[config.mk]
export PLATFORM = sky130hd
export DESIGN_NAME = hex_reply_frame_parser_core
export DESIGN_NICKNAME = d
export VERILOG_FILES = /design/src/rtl/hrfp_pkg.sv /design/src/rtl/hex_reply_frame_parser_core.sv
export SDC_FILE = /design/constraint.sdc
export NUM_CORES = 1
export LEC_CHECK = 0
export BUFFER_PORTS_ARGS = -buffer_cell sky130_fd_sc_hd__buf_2
export CAP_MARGIN = 20
export CORE_MARGIN = 5
export CORE_UTILIZATION = 25
export DETAILED_ROUTE_END_ITERATION = 16
export PLACE_DENSITY = 0.48
export RECOVER_POWER = 100
export SYNTH_ARGS = -nofsm -noshare
export SYNTH_HDL_FRONTEND = slang
export SYNTH_SLANG_ARGS = --single-unit
[constraint.sdc]
create_clock -name clk -period 12 [get_ports clk]
set_input_delay 1.2 -clock clk [delete_from_list [all_inputs] [get_ports clk]]
set_output_delay 1.2 -clock clk [all_outputs]
set_load 0.03 [all_outputs]
[src/rtl/hrfp_pkg.sv]
// Package for the hex reply frame parser: widths, codes, result word type and helpers.
package hrfp_pkg;

  // Buffer bound, terminator included (valid range 8..31)
  localparam int unsigned MAX_FRAME_BYTES = 16;
  localparam int unsigned POS_W           = $clog2(MAX_FRAME_BYTES);
  localparam int unsigned NUM_NIBBLES     = 6;
  localparam int unsigned SLOT_W          = $clog2(NUM_NIBBLES);

  localparam logic [POS_W-1:0] POS_LAST = POS_W'(MAX_FRAME_BYTES - 1);
  // Digit count reported for an overlong frame, saturated at 15
  localparam logic [3:0] TOO_LONG_COUNT =
    (MAX_FRAME_BYTES - 1 > 15) ? 4'd15 : 4'(MAX_FRAME_BYTES - 1);

  localparam logic [7:0] HDR_ACCEPT = 8'h3D;  // '='
  localparam logic [7:0] HDR_FAILED = 8'h21;  // '!'
  localparam logic [7:0] TERM_RESET = 8'h0D;  // carriage return

  // Configuration register indexes
  localparam logic REG_TERMINATOR = 1'b0;

  typedef enum logic [2:0] {
    ST_OK         = 3'd0,
    ST_FAILED     = 3'd1,
    ST_BAD_HEADER = 3'd2,
    ST_BAD_DIGIT  = 3'd3,
    ST_TOO_LONG   = 3'd4
  } status_t;

  typedef struct packed {
    status_t     status;
    logic [23:0] value;
    logic [3:0]  count;
  } result_t;

  typedef struct packed {
    logic       ok;
    logic [3:0] nib;
  } hex_digit_t;

  // Uppercase hex digit decode; anything else is flagged and reads as zero
  function automatic hex_digit_t hex_decode(input logic [7:0] b);
    hex_digit_t d;
    d.ok  = 1'b0;
    d.nib = 4'd0;
    if (b >= 8'h30 && b <= 8'h39) begin
      d.ok  = 1'b1;
      d.nib = 4'(b - 8'h30);
    end else if (b >= 8'h41 && b <= 8'h46) begin
      d.ok  = 1'b1;
      d.nib = 4'(b - 8'h37);
    end
    return d;
  endfunction

endpackage

[src/rtl/hex_reply_frame_parser_core.sv]
// Top level: reply frame parser with APB terminator register and skid-buffered result.
//
// Usage:
//   Input channel (in_valid/in_stall/in_rx_byte) takes one received byte per
//   word. Bytes are collected into a frame; the first is the header, the rest
//   payload hex digits. The byte equal to the terminator register ends the
//   frame and yields one result word (status, digit count, 24-bit value).
//   A frame that reaches MAX_FRAME_BYTES bytes without a terminator yields a
//   too-long result on the byte that would overflow, and that byte is dropped.
//   A result is registered in the result register (after the skid stage while the receiver stalls) before out_*.
//   Throughput: one byte per cycle while in_stall is low, set by the single-stage parse logic.
//   Receiver stall: the result register holds its word; a second result goes
//   into a one-word skid stage, and only while that stage is full is in_stall
//   raised, so input keeps flowing while one result waits.
//   Reset (rst_n low, synchronous): frame state cleared, terminator back to
//   carriage return, both output words emptied.
//   Config: write the terminator at byte address 0 only while idle.
module hex_reply_frame_parser_core
  import hrfp_pkg::*;
(
  input  logic        clk,
  input  logic        rst_n,
  // input channel
  input  logic        in_valid,
  output logic        in_stall,
  input  logic [7:0]  in_rx_byte,
  // result channel
  output logic        out_valid,
  input  logic        out_stall,
  output logic [2:0]  out_frame_status,
  output logic [23:0] out_decoded_value,
  output logic [3:0]  out_digit_count,
  // configuration port
  input  logic        cfg_psel,
  input  logic        cfg_penable,
  input  logic        cfg_pwrite,
  input  logic [2:0]  cfg_paddr,
  input  logic [31:0] cfg_pwdata,
  output logic [31:0] cfg_prdata,
  output logic        cfg_pready
);

  // Registers
  logic [7:0]       term_r;
  logic [POS_W-1:0] pos_r, pos_nxt;
  logic [7:0]       hdr_r, hdr_nxt;
  logic [3:0]       nib_r   [NUM_NIBBLES];
  logic [3:0]       nib_nxt [NUM_NIBBLES];
  logic             bad_r, bad_nxt;
  logic             out_valid_r, out_valid_nxt;
  result_t          out_r, out_nxt;
  logic             skid_valid_r, skid_valid_nxt;
  result_t          skid_r, skid_nxt;

  logic             accept;
  logic             is_term;
  logic             too_long;
  logic             emit;
  result_t          res;
  hex_digit_t       dig;
  logic [POS_W-1:0] slot;
  logic             load_out;

  // Configuration port
  assign cfg_pready = 1'b1;
  assign cfg_prdata = (cfg_paddr[2] == REG_TERMINATOR) ? {24'd0, term_r} : 32'd0;

  always_ff @(posedge clk) begin
    if (!rst_n) begin
      term_r <= TERM_RESET;
    end else if (cfg_psel && cfg_penable && cfg_pwrite &&
                 cfg_paddr[2] == REG_TERMINATOR) begin
      term_r <= cfg_pwdata[7:0];
    end
  end

  // Handshakes
  assign in_stall  = skid_valid_r;
  assign accept    = in_valid && !skid_valid_r;
  assign out_valid = out_valid_r;
  assign load_out  = !out_valid_r || !out_stall;

  // Parse one byte
  assign is_term  = (in_rx_byte == term_r);
  assign too_long = !is_term && (pos_r >= POS_LAST);
  assign emit     = accept && (is_term || too_long);
  assign dig      = hex_decode(in_rx_byte);
  assign slot     = pos_r - POS_W'(1);

  always_comb begin
    res.status = ST_BAD_HEADER;
    res.value  = 24'd0;
    res.count  = 4'd0;
    if (too_long) begin
      res.status = ST_TOO_LONG;
      res.count  = TOO_LONG_COUNT;
    end else if (pos_r != '0) begin
      res.count = (slot > POS_W'(15)) ? 4'd15 : 4'(slot);
      if (hdr_r == HDR_ACCEPT) begin
        res.status = bad_r ? ST_BAD_DIGIT : ST_OK;
      end else if (hdr_r == HDR_FAILED) begin
        res.status = ST_FAILED;
      end
    end
    // byte-swapped digit order d4 d5 d2 d3 d0 d1
    if (res.status == ST_OK) begin
      res.value = {nib_r[4], nib_r[5], nib_r[2], nib_r[3], nib_r[0], nib_r[1]};
    end
  end

  // Frame state next values
  always_comb begin
    pos_nxt = pos_r;
    hdr_nxt = hdr_r;
    bad_nxt = bad_r;
    for (int k = 0; k < NUM_NIBBLES; k++) begin
      nib_nxt[k] = nib_r[k];
    end
    if (accept) begin
      if (is_term || too_long) begin
        pos_nxt = '0;
        hdr_nxt = 8'd0;
        bad_nxt = 1'b0;
        for (int k = 0; k < NUM_NIBBLES; k++) begin
          nib_nxt[k] = 4'd0;
        end
      end else begin
        pos_nxt = pos_r + POS_W'(1);
        if (pos_r == '0) begin
          hdr_nxt = in_rx_byte;
        end else begin
          if (!dig.ok) begin
            bad_nxt = 1'b1;
          end
          for (int k = 0; k < NUM_NIBBLES; k++) begin
            if (slot == POS_W'(k)) begin
              nib_nxt[k] = dig.nib;
            end
          end
        end
      end
    end
  end

  // Result register and skid stage
  always_comb begin
    out_valid_nxt  = out_valid_r;
    out_nxt        = out_r;
    skid_valid_nxt = skid_valid_r;
    skid_nxt       = skid_r;
    if (load_out) begin
      if (skid_valid_r) begin
        out_valid_nxt  = 1'b1;
        out_nxt        = skid_r;
        skid_valid_nxt = 1'b0;
      end else begin
        out_valid_nxt = emit;
        if (emit) begin
          out_nxt = res;
        end
      end
    end else if (emit) begin
      skid_valid_nxt = 1'b1;
      skid_nxt       = res;
    end
  end

  always_ff @(posedge clk) begin
    if (!rst_n) begin
      pos_r        <= '0;
      hdr_r        <= 8'd0;
      bad_r        <= 1'b0;
      out_valid_r  <= 1'b0;
      skid_valid_r <= 1'b0;
      for (int k = 0; k < NUM_NIBBLES; k++) begin
        nib_r[k] <= 4'd0;
      end
    end else begin
      pos_r        <= pos_nxt;
      hdr_r        <= hdr_nxt;
      bad_r        <= bad_nxt;
      out_valid_r  <= out_valid_nxt;
      skid_valid_r <= skid_valid_nxt;
      for (int k = 0; k < NUM_NIBBLES; k++) begin
        nib_r[k] <= nib_nxt[k];
      end
    end
  end

  // Payload words need no reset
  always_ff @(posedge clk) begin
    out_r  <= out_nxt;
    skid_r <= skid_nxt;
  end

  assign out_frame_status  = out_r.status;
  assign out_decoded_value = out_r.value;
  assign out_digit_count   = out_r.count;

  // Checks
  a_skid_behind_out: assert property (@(posedge clk) disable iff (!rst_n)
    skid_valid_r |-> out_valid_r)
    else $error("skid word held while result register empty");

  a_pos_bound: assert property (@(posedge clk) disable iff (!rst_n)
    pos_r <= POS_LAST)
    else $error("frame position beyond buffer bound");

  a_value_only_ok: assert property (@(posedge clk) disable iff (!rst_n)
    out_valid_r && out_r.status != ST_OK |-> out_r.value == 24'd0)
    else $error("nonzero value on a failed frame");

  a_clear_after_emit: assert property (@(posedge clk) disable iff (!rst_n)
    emit |=> pos_r == '0 && !bad_r)
    else $error("frame state not cleared after result");

endmodule

==> impl_metrics.ini <==
[yosys]
synth_cells = 473
ys.flop_type = edfxtp_1
seq_area_frac_synth_pct = 54.7
synthArstFlopShare_pct = 0
syn_area_um2 = 5130
ys_warn_count = 0
yosys.area.top_type_share_pct = 36.3
ys_top_cells_by_count = 62 x edfxtp_1, 48 x nand2_1, 47 x dfxtp_1, 26 x nand2b_1, 25 x buf_4
synthDistinctLibCells = 56
syn_area_per_cell_um2 = 10.8
yosysTopAreaCell = edfxtp_1
synth.area.top_cells = edfxtp_1 36%, dfxtp_1 18%, o2bb2ai_1 3.9%, buf_4 3.7%, nand2_1 3.5%
yosysMostFrequentCell = edfxtp_1
synth_edf_count = 62
ys_seq_elements = 109

[route]
wl_per_cell_um = 14.4
drc = 0
num_vias = 3555
drtPass1Iterations = 4
detail-route-antenna-nets = 0
drt-total-wl_um = 11500
avgViaCountPerCell = 4.45
drtIter0Drc = 224

[flow_run]
maxCapViolCount = 3

[clocking]
cts_tree = built
cts_buffer_depth = 2
cts-root-buf = clkbuf_16
ctsResizeCount = 0
cts.clk_slew.worst_paths_ns = 0.07
ctsHoldBuffers = 0
cts_setup_buffers = 0
clk_latency_ns = 0.35
numCtsBuffers = 9
clkSinkCount = 109
htree_levels = 3

[worst_hold_path]
hp-class = reg2reg

[power]
ir_drop_mv = 0.0600
powerDensity_nw_per_um2 = 128
p_leak_nw = 1.84

[timing]
layout_min_cycle_time_ns = 5.08
hold_viol_final = 0
timing.slew.headroom_pct = -89.2
setup_viol = 0
fin_crit_sh_pct = 42.3
max_freq_mhz = 197
setup_tns_ns = 0
clock_skew_ns = 0.00940
finalMaxSlewViolations = 88
rsz0062_at_grt = false
worst_pin_slew_ns = 2.84

[critical_path]
critPathBufInv = 1
required_ns = 11.90
cpMostUsedCell = a21oi_1
critPathMaxFanout = 31
cp_slowest_stage_delay_ns = 2.11
path_class = in2reg
crit_chain = clkbuf_1, xor2_1, or4_1, o21ai_0, a21oi_1, a21oi_1
startpoint_type = primary input
cp_data_arrival_time_ns = 4.98
critical_path.slowest_cell = a21oi_1
crit_family = compound AO/OA/AOI/OAI gates
cp-end-kind = flip-flop

[placed_design]
port_buffers = 64
dpl.hpwl_um = 7860
placed_area_um2 = 5600
gp_congestion = 0.819

[floorplanning]
dieWidth_um = 153
dieHeight_um = 153
core_um2 = 20200
num_io_pins = 116
die_area_um2 = 23500
rows = 52
start_util_pct = 25.3

[global_routing]
grt_max_degree = 63
antenna_found_initial = 0
grt_pass1_vias = 3571
grt_pass1_wl_um = 18500
grt_util_all_layers_pct = 9.74
grt-ovfl-total = 0

[final_layout]
drive_gt1_share_pct = 8.51
area_growth_pct = 11.9
final_cell_area_um2 = 5740
num_antenna_cells = 0
nets = 581

[status]
failed_checks = max-capacitance violations, max-slew violations
run_status = complete, but fails checks
## logic make-up after synthesis
group                      count (synthesis)  share of synthesized area, %
DFF                                      109                          54.7
xor gates and xnor gates                  10                          1.71
and+or+nand+nor                          171                          18.9
AOI/OAI and AO/OA                        113                          15.3
muxes                                      5                          1.07
other                                      2                         0.147
buffers and inverters                     56                          6.52
adders and majority gates                  7                          1.71
## final cells by class
type,instances,area (um2)
multi-input combinational,331,2020
inverter,6,22.5
clock buffer,11,233
timing repair buffer,67,279
clock inverter,5,43.8
tap,270,338
sequential,109,2800
fill,2132,14500
## through the flow
stage | hold slack (ns) | worst slack (ns) | utilization (%) | total power [W] | std cells
2_1_floorplan | 0.445 | 7.14 | - | 0.000453 | 496
3_3_place_gp | 0.458 | 8.14 | 27.7 | 0.000461 | 783
3_5_place_dp | 0.462 | 8.07 | 27.7 | 0.000462 | 783
4_1_cts | 0.473 | 8.45 | 29.0 | 0.000745 | 799
5_1_grt | 0.499 | 6.39 | 28.4 | 0.000764 | 799
6_report | 0.472 | 6.92 | 28.4 | 0.000733 | 799
## cells in the final DEF (no fill, tap or decap), types with 7 or more instances in the layout
master     instances
a21oi_1           23
xor2_1             8
dfxtp_1           47
ha_1               7
clkbuf_1          49
nand4_1           13
clkbuf_16          9
nor3_1             8
nand2b_1          26
conb_1            25
o2bb2ai_1         23
buf_2             19
nand3_1            9
and2_0             9
nor2b_1           10
edfxtp_1          62
o21ai_0           37
nor2_1            11
nand2_1           48
and2_1            15
## path summary, 6_finish.rpt
check,start,end,slack (ns),depth (start not counted)
setup reg to reg,term_r[2]$_SDFFE_PN1P_,out_decoded_value[18]$_DFFE_PP_,7.78,5
hold reg to reg,hdr_r[7]$_SDFFE_PN0P_,hdr_r[7]$_SDFFE_PN0P_,0.47,2
hold / removal,hdr_r[7]$_SDFFE_PN0P_,hdr_r[7]$_SDFFE_PN0P_,0.47,2
setup / recovery,in_rx_byte[2],out_decoded_value[18]$_DFFE_PP_,6.92,6
## report_power, final
group          switching, W  internal [W]
sequential       0.00000296      0.000395
combinational     0.0000389     0.0000156
clock              0.000137      0.000144
## per-layer routing
metal	track usage [%]	part of all wire, %	routed length (um)
met2	14.9	45	5190
met4	3.56	0.81	93
met3	2.86	5.0	578
met1	13.1	49	5660
met5	0	0	0
## sequential cells by signal, summed over array words and instances (netlist names)
register	flops
out_digit_count	4
nib_r	24
pos_r	4
term_r	8
bad_r	1
skid_r	31
in_stall	1
hdr_r	8
out_decoded_value	24
out_valid	1
out_frame_status	3
## worst reg2reg max path: cells and delay by family, from the launching register on
| family | cells | cell delay [ns] |
|---|---|---|
| AND/OR/NAND/NOR | 1 | 0.64 |
| AO/OA/AOI/OAI | 3 | 2.60 |
| XOR/XNOR | 1 | 0.18 |
| flip-flops | 1 | 0.33 |
Power figures use the tool's default switching activity.
